File: config.mk
export PLATFORM = sky130hd
export DESIGN_NAME = contiguous_ring_pointer_manager
export DESIGN_NICKNAME = d
export VERILOG_FILES = /design/src/hw/rtl/crpm_pkg.sv /design/src/hw/rtl/contiguous_ring_pointer_manager.sv
export SDC_FILE = /design/constraint.sdc
export NUM_CORES = 1
export LEC_CHECK = 0
export ABC_AREA = 0
export BUFFER_PORTS_ARGS = -buffer_cell sky130_fd_sc_hd__buf_2
export CAP_MARGIN = 5
export CORE_MARGIN = 2
export CORE_UTILIZATION = 48
export DETAILED_ROUTE_END_ITERATION = 7
export PLACE_DENSITY = 0.67
export SYNTH_ARGS = -nofsm -noshare
export SYNTH_HDL_FRONTEND = slang
export SYNTH_SLANG_ARGS = --single-unit
File: constraint.sdc
create_clock -name clk -period 8.3 [get_ports clk]
set_input_delay 1.66 -clock clk [delete_from_list [all_inputs] [get_ports clk]]
set_output_delay 1.66 -clock clk [all_outputs]
set_load 0.01 [all_outputs]
File: src/hw/rtl/crpm_pkg.sv
`timescale 1ns / 1ps

package crpm_pkg;

	localparam int OFS_W = 13;
	localparam logic [OFS_W-1:0] MAX_BYTES = 13'd4096;

	localparam logic [2:0] ST_OK      = 3'd0;
	localparam logic [2:0] ST_BADLEN  = 3'd1;
	localparam logic [2:0] ST_NOSPACE = 3'd2;
	localparam logic [2:0] ST_NODATA  = 3'd3;
	localparam logic [2:0] ST_WRAPPED = 3'd4;

	localparam logic CMD_WRITE   = 1'b0;
	localparam logic CMD_CONSUME = 1'b1;

	localparam logic REG_BUFFER_LENGTH = 1'b0;

	typedef struct packed {
		logic             command;
		logic [OFS_W-1:0] length;
	} cmd_t;

	typedef struct packed {
		logic [2:0]       status;
		logic [11:0]      offset;
		logic [OFS_W-1:0] count;
		logic             now_empty;
		logic             now_full;
	} res_t;

endpackage

File: src/hw/rtl/contiguous_ring_pointer_manager.sv
`timescale 1ns / 1ps

// a command accepted with start is held in the input register (v_s1, cmd_s1); the
// pointer update then registers the result and strobes done
// throughput: one command per cycle, busy stays low; the pointer update is a single
// registered pass (a few subtract/compare on 13-bit offsets)
// reset: buffer_length returns to 4096, ring is empty, no result pending

module contiguous_ring_pointer_manager
	import crpm_pkg::*;
(
	input  logic        clk,
	input  logic        arst_n,
	input  logic        start,
	output logic        busy,
	input  cmd_t        req,
	output logic        done,
	output res_t        result,
	input  logic        psel,
	input  logic        penable,
	input  logic        pwrite,
	input  logic [2:0]  paddr,
	input  logic [31:0] pwdata,
	output logic [31:0] prdata,
	output logic        pready
);

	logic             v_s1;
	cmd_t             cmd_s1;
	logic [OFS_W-1:0] len_q;
	logic [OFS_W-1:0] wo_q;
	logic [OFS_W-1:0] ro_q;
	logic [OFS_W-1:0] wrap_q;
	logic             full_q;
	logic             empty_q;

	logic [OFS_W-1:0] wo_d;
	logic [OFS_W-1:0] ro_d;
	logic [OFS_W-1:0] wrap_d;
	logic             full_d;
	logic             empty_d;
	res_t             res_d;

	logic             cfg_wr;
	logic [OFS_W-1:0] cfg_len;

	assign busy   = 1'b0;
	assign pready = 1'b1;
	assign cfg_wr = psel && penable && pwrite && (paddr[2] == REG_BUFFER_LENGTH);
	assign prdata = (paddr[2] == REG_BUFFER_LENGTH) ? {19'd0, len_q} : 32'd0;

	always_comb begin
		cfg_len = pwdata[OFS_W-1:0];
		if (cfg_len == '0) begin
			cfg_len = 13'd1;
		end else if (cfg_len > MAX_BYTES) begin
			cfg_len = MAX_BYTES;
		end
	end

	always_ff @(posedge clk or negedge arst_n) begin
		if (!arst_n) begin
			v_s1 <= 1'b0;
		end else begin
			v_s1 <= start;
		end
	end

	always_ff @(posedge clk) begin
		if (start) begin
			cmd_s1 <= req;
		end
	end

	// pointer update for the command in the input register
	always_comb begin
		logic [OFS_W-1:0] len;
		logic [OFS_W-1:0] room;
		logic [OFS_W-1:0] avail;
		logic             to_mark;
		len     = cmd_s1.length;
		wo_d    = wo_q;
		ro_d    = ro_q;
		wrap_d  = wrap_q;
		full_d  = full_q;
		empty_d = empty_q;
		room    = '0;
		avail   = '0;
		to_mark = 1'b0;
		res_d   = '0;
		res_d.status = ST_OK;

		if (len == '0) begin
			res_d.status = ST_BADLEN;
		end else if (cmd_s1.command == CMD_WRITE) begin
			if (wo_q == ro_q && !empty_q) begin
				res_d.status = ST_NOSPACE;
			end else if (wo_q >= ro_q) begin
				room = (len_q > wo_q) ? len_q - wo_q : '0;
				if (room >= len) begin
					res_d.offset = wo_q[11:0];
					res_d.count  = len;
					wo_d         = wo_q + len;
					wrap_d       = len_q;
					full_d       = 1'b0;
					empty_d      = 1'b0;
				end else if (ro_q < len) begin
					res_d.status = ST_NOSPACE;
				end else begin
					res_d.count = len;
					wrap_d      = wo_q;
					wo_d        = len;
					full_d      = (ro_q == len);
					empty_d     = 1'b0;
				end
			end else begin
				room = ro_q - wo_q;
				if (room < len) begin
					res_d.status = ST_NOSPACE;
				end else begin
					res_d.offset = wo_q[11:0];
					res_d.count  = len;
					wo_d         = wo_q + len;
					full_d       = (room == len);
					empty_d      = 1'b0;
				end
			end
		end else begin
			if (wo_q == ro_q) begin
				if (!full_q) begin
					empty_d      = 1'b1;
					res_d.status = ST_NODATA;
				end else begin
					to_mark = 1'b1;
				end
			end else if (wo_q > ro_q) begin
				avail        = wo_q - ro_q;
				res_d.offset = ro_q[11:0];
				res_d.count  = (avail > len) ? len : avail;
				ro_d         = ro_q + res_d.count;
				empty_d      = (res_d.count == avail);
				full_d       = 1'b0;
			end else begin
				to_mark = 1'b1;
			end

			if (to_mark) begin
				avail = (wrap_q > ro_q) ? wrap_q - ro_q : '0;
				if (avail == '0) begin
					ro_d         = '0;
					res_d.status = ST_WRAPPED;
				end else begin
					res_d.offset = ro_q[11:0];
					if (avail >= len) begin
						ro_d        = ro_q + len;
						res_d.count = len;
					end else begin
						ro_d        = '0;
						res_d.count = avail;
					end
					empty_d = 1'b0;
					full_d  = 1'b0;
				end
			end
		end
		res_d.now_empty = empty_d;
		res_d.now_full  = full_d;
	end

	always_ff @(posedge clk or negedge arst_n) begin
		if (!arst_n) begin
			len_q   <= MAX_BYTES;
			wo_q    <= '0;
			ro_q    <= '0;
			wrap_q  <= MAX_BYTES;
			full_q  <= 1'b0;
			empty_q <= 1'b1;
			done    <= 1'b0;
		end else begin
			done <= v_s1;
			if (cfg_wr) begin
				len_q   <= cfg_len;
				wo_q    <= '0;
				ro_q    <= '0;
				wrap_q  <= cfg_len;
				full_q  <= 1'b0;
				empty_q <= 1'b1;
			end else if (v_s1) begin
				wo_q    <= wo_d;
				ro_q    <= ro_d;
				wrap_q  <= wrap_d;
				full_q  <= full_d;
				empty_q <= empty_d;
			end
		end
	end

	always_ff @(posedge clk) begin
		if (v_s1) begin
			result <= res_d;
		end
	end

	a_flags_exclusive: assert property (@(posedge clk) disable iff (!arst_n)
		!(full_q && empty_q))
		else $error("full and empty set together");

	a_wo_in_range: assert property (@(posedge clk) disable iff (!arst_n)
		wo_q <= len_q && wrap_q <= len_q)
		else $error("write offset or watermark beyond buffer end");

	a_fail_zero: assert property (@(posedge clk) disable iff (!arst_n)
		done && result.status != ST_OK |-> result.count == '0 && result.offset == '0)
		else $error("failed command reports nonzero offset or count");

	a_ok_count: assert property (@(posedge clk) disable iff (!arst_n)
		done && result.status == ST_OK |-> result.count != '0)
		else $error("successful transfer with zero count");

	a_done_follows: assert property (@(posedge clk) disable iff (!arst_n)
		start |=> ##1 done)
		else $error("accepted command produced no result");

endmodule
==> results of run 1 <==
kinds of logic after synthesis:
kind of cell,Yosys count,share of synthesized area (%)
AO/OA/AOI/OAI,371,24.2
XOR/XNOR,70,5.91
adder cells (fa/ha/maj),158,18.7
buffers and inverters,142,6.01
flip-flops,100,25.2
multiplexers,18,1.85
other,2,0.0693
AND/OR/NAND/NOR,401,18.1
through the flow:
step	hold slack, ns	setup WS (ns)
6_report	0.506	1.47
5_1_grt	0.522	1.16
4_1_cts	0.507	1.62
3_5_place_dp	0.492	1.66
3_3_place_gp	0.479	1.69
2_1_floorplan	0.454	2.69
cell usage in the layout (no fill, tap or decap), types with 7 or more instances in the layout:
cell                        Yosys  routed
sky130_fd_sc_hd__ha_1         151     151
sky130_fd_sc_hd__nor2_1       115     115
sky130_fd_sc_hd__nand2_1      104     104
sky130_fd_sc_hd__a21oi_1       84      84
sky130_fd_sc_hd__inv_1         81      81
sky130_fd_sc_hd__buf_2         16      77
sky130_fd_sc_hd__xnor2_1       54      54
sky130_fd_sc_hd__o21ai_0       53      53
sky130_fd_sc_hd__dfrtp_1       53      53
sky130_fd_sc_hd__edfxtp_1      44      44
sky130_fd_sc_hd__nor2b_1       29      29
sky130_fd_sc_hd__nor3_1        27      27
sky130_fd_sc_hd__nand3_1       26      26
sky130_fd_sc_hd__conb_1         2      21
sky130_fd_sc_hd__o21ai_1       20      20
sky130_fd_sc_hd__a21o_1        19      19
sky130_fd_sc_hd__o21a_1        18      18
sky130_fd_sc_hd__nand4_1       18      18
sky130_fd_sc_hd__o211ai_1      17      17
sky130_fd_sc_hd__xor2_1        14      14
sky130_fd_sc_hd__and2_1        14      14
sky130_fd_sc_hd__a31oi_1       14      14
sky130_fd_sc_hd__a22o_1        14      14
sky130_fd_sc_hd__a211oi_1      13      13
sky130_fd_sc_hd__nand2b_1      12      12
sky130_fd_sc_hd__o221ai_1      12      12
sky130_fd_sc_hd__a22oi_1       11      11
sky130_fd_sc_hd__buf_4         24      11
sky130_fd_sc_hd__o21bai_1      10      10
sky130_fd_sc_hd__nor4_1        10      10
sky130_fd_sc_hd__clkbuf_16      0       9
sky130_fd_sc_hd__or3_1          7       7
sky130_fd_sc_hd__or2_2          7       7
sky130_fd_sc_hd__a211oi_2       7       7
sky130_fd_sc_hd__a211o_1        7       7
sky130_fd_sc_hd__fa_1           7       7
cell usage after synthesis, types with 16 or more instances:
library cell | number | share of area (%)
sky130_fd_sc_hd__nand3_1 | 26 | 1.2
sky130_fd_sc_hd__o21ai_0 | 53 | 2.4
sky130_fd_sc_hd__o211ai_1 | 17 | 1.2
sky130_fd_sc_hd__inv_1 | 81 | 2.8
sky130_fd_sc_hd__o21a_1 | 18 | 1.2
sky130_fd_sc_hd__dfrtp_1 | 53 | 12
sky130_fd_sc_hd__nor3_1 | 27 | 1.2
sky130_fd_sc_hd__o21ai_1 | 20 | 0.92
sky130_fd_sc_hd__nand2_1 | 104 | 3.6
sky130_fd_sc_hd__buf_4 | 24 | 1.7
sky130_fd_sc_hd__clkbuf_1 | 18 | 0.62
sky130_fd_sc_hd__nand4_1 | 18 | 1.0
sky130_fd_sc_hd__buf_2 | 16 | 0.74
sky130_fd_sc_hd__nor2_1 | 115 | 4.0
sky130_fd_sc_hd__nor2b_1 | 29 | 1.7
sky130_fd_sc_hd__ha_1 | 151 | 17
sky130_fd_sc_hd__a21oi_1 | 84 | 3.9
sky130_fd_sc_hd__edfxtp_1 | 44 | 12
sky130_fd_sc_hd__xnor2_1 | 54 | 4.4
sky130_fd_sc_hd__a21o_1 | 19 | 1.3
sequential cells by signal, summed over array words and instances (netlist names):
signal	flops
done	1
wrap_q	13
ro_q	13
len_q	13
empty_q	1
v_s1	1
wo_q	13
full_q	1
result	30
cmd_s1	14
layout make-up:
type | count | area [um^2]
fillers | 2046 | 10300
flip-flops and latches | 100 | 2730
multi-input cells | 1039 | 7530
clock inverters | 6 | 53.8
inverters | 81 | 304
clock buffers | 10 | 229
well taps | 280 | 350
repair buffers | 88 | 468
final timing paths:
kind	endpoint	slack (ns)
worst max-delay path	ro_q[12]	1.47
worst min-delay path	wrap_q[7]	0.51
worst max register to register	ro_q[12]	1.47
worst min register to register	wrap_q[7]	0.51
max in group asynchronous	wo_q[1]	6.28
min in group asynchronous	wrap_q[6]	1.44
critical path, stage by stage (launching register included):
cell,delay [ns]
sky130_fd_sc_hd__dfrtp_1,0.63
sky130_fd_sc_hd__inv_1,0.28
sky130_fd_sc_hd__fa_1,0.51
sky130_fd_sc_hd__nand4_1,0.15
sky130_fd_sc_hd__o211ai_1,0.14
sky130_fd_sc_hd__a211oi_1,0.38
sky130_fd_sc_hd__xnor2_1,0.30
sky130_fd_sc_hd__ha_1,0.34
sky130_fd_sc_hd__a21o_1,0.18
sky130_fd_sc_hd__a21o_1,0.18
sky130_fd_sc_hd__a2111oi_2,0.57
sky130_fd_sc_hd__a31o_2,0.51
sky130_fd_sc_hd__a21oi_1,0.25
sky130_fd_sc_hd__ha_1,0.27
sky130_fd_sc_hd__fa_1,0.45
sky130_fd_sc_hd__a211oi_1,0.25
sky130_fd_sc_hd__o21bai_1,0.14
sky130_fd_sc_hd__a211o_1,0.34
sky130_fd_sc_hd__nand3_1,0.12
sky130_fd_sc_hd__a31oi_1,0.12
sky130_fd_sc_hd__xor2_1,0.20
sky130_fd_sc_hd__nor2_1,0.06
sky130_fd_sc_hd__o21ai_0,0.15
sky130_fd_sc_hd__o221ai_1,0.13
routing by layer:
metal | global-route usage (%) | part of all wire, %
met1 | 39.5 | 44
met2 | 44.7 | 45
met5 | 0 | 0
met4 | 12.0 | 4.0
met3 | 4.40 | 7.4
==> impl_metrics.json, run 1 <==
{
  "status": "finished clean",
  "drv_slew": 0,
  "post_dp_cell_area_um2": 11400,
  "worstHoldPathCells": 1,
  "setup.worst_path.end_class": "flip-flop",
  "ios": 120,
  "maxCapViolCount": 0,
  "hpwlAfterDp_mm": 26.4,
  "final.min_clock_period_ns": 6.83,
  "critPathLaunch": "ro_q[1]",
  "antenna_left": 0,
  "postLayoutCoreUtil_pct": 53.1,
  "setup_viol": 0,
  "die-area_um2": 23800,
  "drt-initial-drc-count": 900,
  "syn-mean-instance-area_um2": 8.58,
  "cts_resized": 0,
  "layout.cells.non_filler": 1604,
  "postSynth.asyncResetShare_pct": 56.0,
  "clock_insertion_delay_worst_skew_ns": 0.37,
  "fin_worst_skew_ns": 0.0142,
  "postCtsSetupRepairBufs": 0,
  "post_synth_inst_count": 1262,
  "grt_first_pass_wirelength_mm": 52.3,
  "yosys.cell_types.count": 93,
  "wirelength_mm": 33.9,
  "initial_utilization_pct": 49.3,
  "place.port_buffers": 77,
  "cp_required_ns": 8.51,
  "clock_tree.root_cell": "sky130_fd_sc_hd__clkbuf_16",
  "drive_above_1_share_pct": 11.4,
  "die_h_um": 154,
  "synth_area_um2": 10800,
  "global_route.overflow_total": 0,
  "synth_warnings": 0,
  "core_area_um2": 22000,
  "die_x_um": 154,
  "worstReg2RegStart": "ro_q[1]",
  "setup-tns-final_ns": 0,
  "fin_crit_sh_pct": 82.3,
  "unrepaired_setup_endpoints_after_global_routing": "no",
  "cts-buffers-inserted": 9,
  "grt_max_degree": 57,
  "total_drc_errors_in_the_routed_layout": 0,
  "first_global_vias": 9175,
  "synth-seq-cells": 100,
  "num_rows": 54,
  "cts_hold_repair.buffers": 0,
  "clk_transition_reported_paths_ns": 0.08,
  "cts.sink_count": 100,
  "worst-endpoint-arrival_ns": 7.04,
  "gp_routability_congestion": 0.992,
  "synth.yosys.seq_area_share_pct": 25.2,
  "routed-via-count": 9908,
  "critical_path.max_fanout": 26,
  "hp-start": "wrap_q[7]",
  "tritoncts": "yes",
  "worst_slew_pin_slew_ns": 1.12,
  "wl_per_cell_um": 21.1,
  "firstDrtPassIters": 6,
  "layout.nets": 1532,
  "clk_path_buf_depth": 2,
  "grt.total_usage_pct": 28.6,
  "maximum_operating_frequency_ghz": 0.146,
  "synth_edf_count": 44,
  "synth_top_flop_cell": "sky130_fd_sc_hd__dfrtp_1",
  "htree_levels": 3,
  "worstSetupStartpointType": "flip-flop",
  "final_hold_viol_count": 0,
  "hold_path_class": "reg2reg",
  "vias_per_cell": 6.18,
  "synthToLayoutAreaGrowth_pct": 7.62,
  "worstSetupPathType": "reg2reg",
  "worst_r2r_path_depth": 23,
  "dp.cells": 1588,
  "max_slew_headroom_pct": 24.9,
  "finalInstanceArea_um2": 11700,
  "number_of_antenna_violations_at_the_first_check_in_global_routing": 0,
  "antennaDiodeCount": 0
}
Power of run 1 is left out: the tool's default activity adds up to more than one toggle a clock period on the data nets, which glitch-free logic cannot reach.
==> run 2: changes to the inputs <==
clock period = 6.37 ns   (was 8.3 ns; I/O delays follow)
==> impl_metrics.json, run 2 (synthesis results as in run 1) <==
{
  "setup_viol": 0,
  "critical_path.max_fanout": 8,
  "layout_common_cells": "148 x sky130_fd_sc_hd__ha_1, 115 x sky130_fd_sc_hd__nor2_1, 104 x sky130_fd_sc_hd__nand2_1, 84 x sky130_fd_sc_hd__a21oi_1, 81 x sky130_fd_sc_hd__inv_1",
  "number_of_antenna_violations_at_the_first_check_in_global_routing": 0,
  "initial_utilization_pct": 49.3,
  "cts_hold_repair.buffers": 0,
  "worst_slew_pin_slew_ns": 1.07,
  "antenna_left": 0,
  "place.port_buffers": 77,
  "wl_per_cell_um": 21.1,
  "worst_r2r_path_depth": 26,
  "antennaDiodeCount": 0,
  "grt_first_pass_wirelength_mm": 52.0,
  "grt.total_usage_pct": 28.4,
  "tritoncts": "yes",
  "cts.sink_count": 100,
  "drt-initial-drc-count": 778,
  "status": "finished clean",
  "worstSetupPathType": "reg2reg",
  "worstHoldPathCells": 2,
  "maximum_operating_frequency_ghz": 0.169,
  "critical-path-top-delay-family": "compound AO/OA/AOI/OAI gates",
  "drive_above_1_share_pct": 13.2,
  "hpwlAfterDp_mm": 26.8,
  "postLayoutCoreUtil_pct": 53.9,
  "global_route.overflow_total": 0,
  "cell_with_the_biggest_individual_delay_on_the_critical_path": "sky130_fd_sc_hd__o41ai_2",
  "critPathBufInv": 1,
  "layout.nets": 1549,
  "firstDrtPassIters": 5,
  "die_x_um": 154,
  "largest_reg_flops": 30,
  "clk_path_buf_depth": 2,
  "ios": 120,
  "fin_worst_skew_ns": 0.00955,
  "hp-start": "len_q[12]",
  "setup.worst_path.end_class": "flip-flop",
  "clock_tree.root_cell": "sky130_fd_sc_hd__clkbuf_16",
  "cts-buffers-inserted": 9,
  "die-area_um2": 23800,
  "worst_path_largest_cell_delay_ns": 0.47,
  "cp_required_ns": 6.59,
  "die_h_um": 154,
  "first_global_vias": 9292,
  "clk_transition_reported_paths_ns": 0.08,
  "hold-path-endpoint": "len_q[12]",
  "core_area_um2": 22000,
  "largest-register": "result",
  "hold_ws_ns": 0.497,
  "final_hold_viol_count": 0,
  "num_rows": 54,
  "worstSetupStartpointType": "flip-flop",
  "vias_per_cell": 6.24,
  "worstReg2RegStart": "wo_q[3]",
  "total_drc_errors_in_the_routed_layout": 0,
  "drv_slew": 0,
  "hold_path_class": "reg2reg",
  "gp_routability_congestion": 1.02,
  "max_slew_headroom_pct": 28.5,
  "r2r_end": "ro_q[12]",
  "final.min_clock_period_ns": 5.90,
  "synthToLayoutAreaGrowth_pct": 9.28,
  "routed-via-count": 10119,
  "clock_insertion_delay_worst_skew_ns": 0.37,
  "wirelength_mm": 34.2,
  "htree_levels": 3,
  "fin_crit_sh_pct": 92.7,
  "worst-r2r-setup-slack_ns": 0.47,
  "worst-endpoint-arrival_ns": 6.12,
  "grt_max_degree": 57,
  "layout.filler_cells": 2080,
  "mostFrequentLayoutCell": "sky130_fd_sc_hd__ha_1",
  "maxCapViolCount": 0,
  "largest_registers_ranked_by_flip_flop_count": "result (30), cmd_s1 (14)"
}
run 2: changes by cell type in the layout (fill, tap and decap cells not counted), sizes merged:
cell	change
buf	+17
clkinv	+3
clkbuf	-1
clkinvlp	-1
inv	-1
run 2: area by class of cell:
cell class,count,area (um^2),area share [%]
clock inverter,7,67.6,0.571
timing repair buffer,105,596,5.03
tap,280,350,2.96
inverter,81,304,2.57
clock buffer,9,225,1.90
multi-input combinational,1039,7570,63.9
sequential,100,2730,23.0
run 2: worst max path at each step:
stage	start	to	slack (ns)	cells after the start
finish	wo_q[3]	ro_q[12]	0.47	26
global route	ro_q[2]	ro_q[12]	-0.04	26
CTS	wo_q[2]	ro_q[12]	0.33	24
detailed placement	wo_q[2]	ro_q[12]	0.37	24
global placement	wo_q[2]	ro_q[12]	0.46	24
floorplan	ro_q[1]	ro_q[12]	0.76	24
run 2: worst min-delay path, stage by stage, from the launching register on:
cell and delay (ns):
sky130_fd_sc_hd__dfstp_2 0.40, sky130_fd_sc_hd__nand2_1 0.06, sky130_fd_sc_hd__nand2_1 0.05
run 2: through the flow:
| step | TNS [ns] | cell area (um^2) | cells | setup slack, ns |
|---|---|---|---|---|
| after floorplan | 0 | 10900 | 1281 | 0.758 |
| after global placement | 0 | 11500 | 1604 | 0.459 |
| after detailed placement | 0 | 11500 | 1604 | 0.368 |
| after CTS | 0 | 11800 | 1620 | 0.334 |
| after global routing | -0.0391 | 11800 | 1621 | -0.0391 |
| final | 0 | 11800 | 1621 | 0.468 |
run 2: repair_timing:
item                                    4_1_cts  5_1_grt
buffers inserted                              0        1
gates resized for setup                       0        8
endpoints found under the setup margin        0        1
run 2: per-layer routing:
metal	track usage [%]	up-vias	share of wire, %
met5	0	-	0
met4	12.5	0	4.6
met3	4.23	77	7.9
met2	45.1	460	45
met1	38.6	4832	43
li1	-	4750	-
Power of run 2 is left out for the same reason.
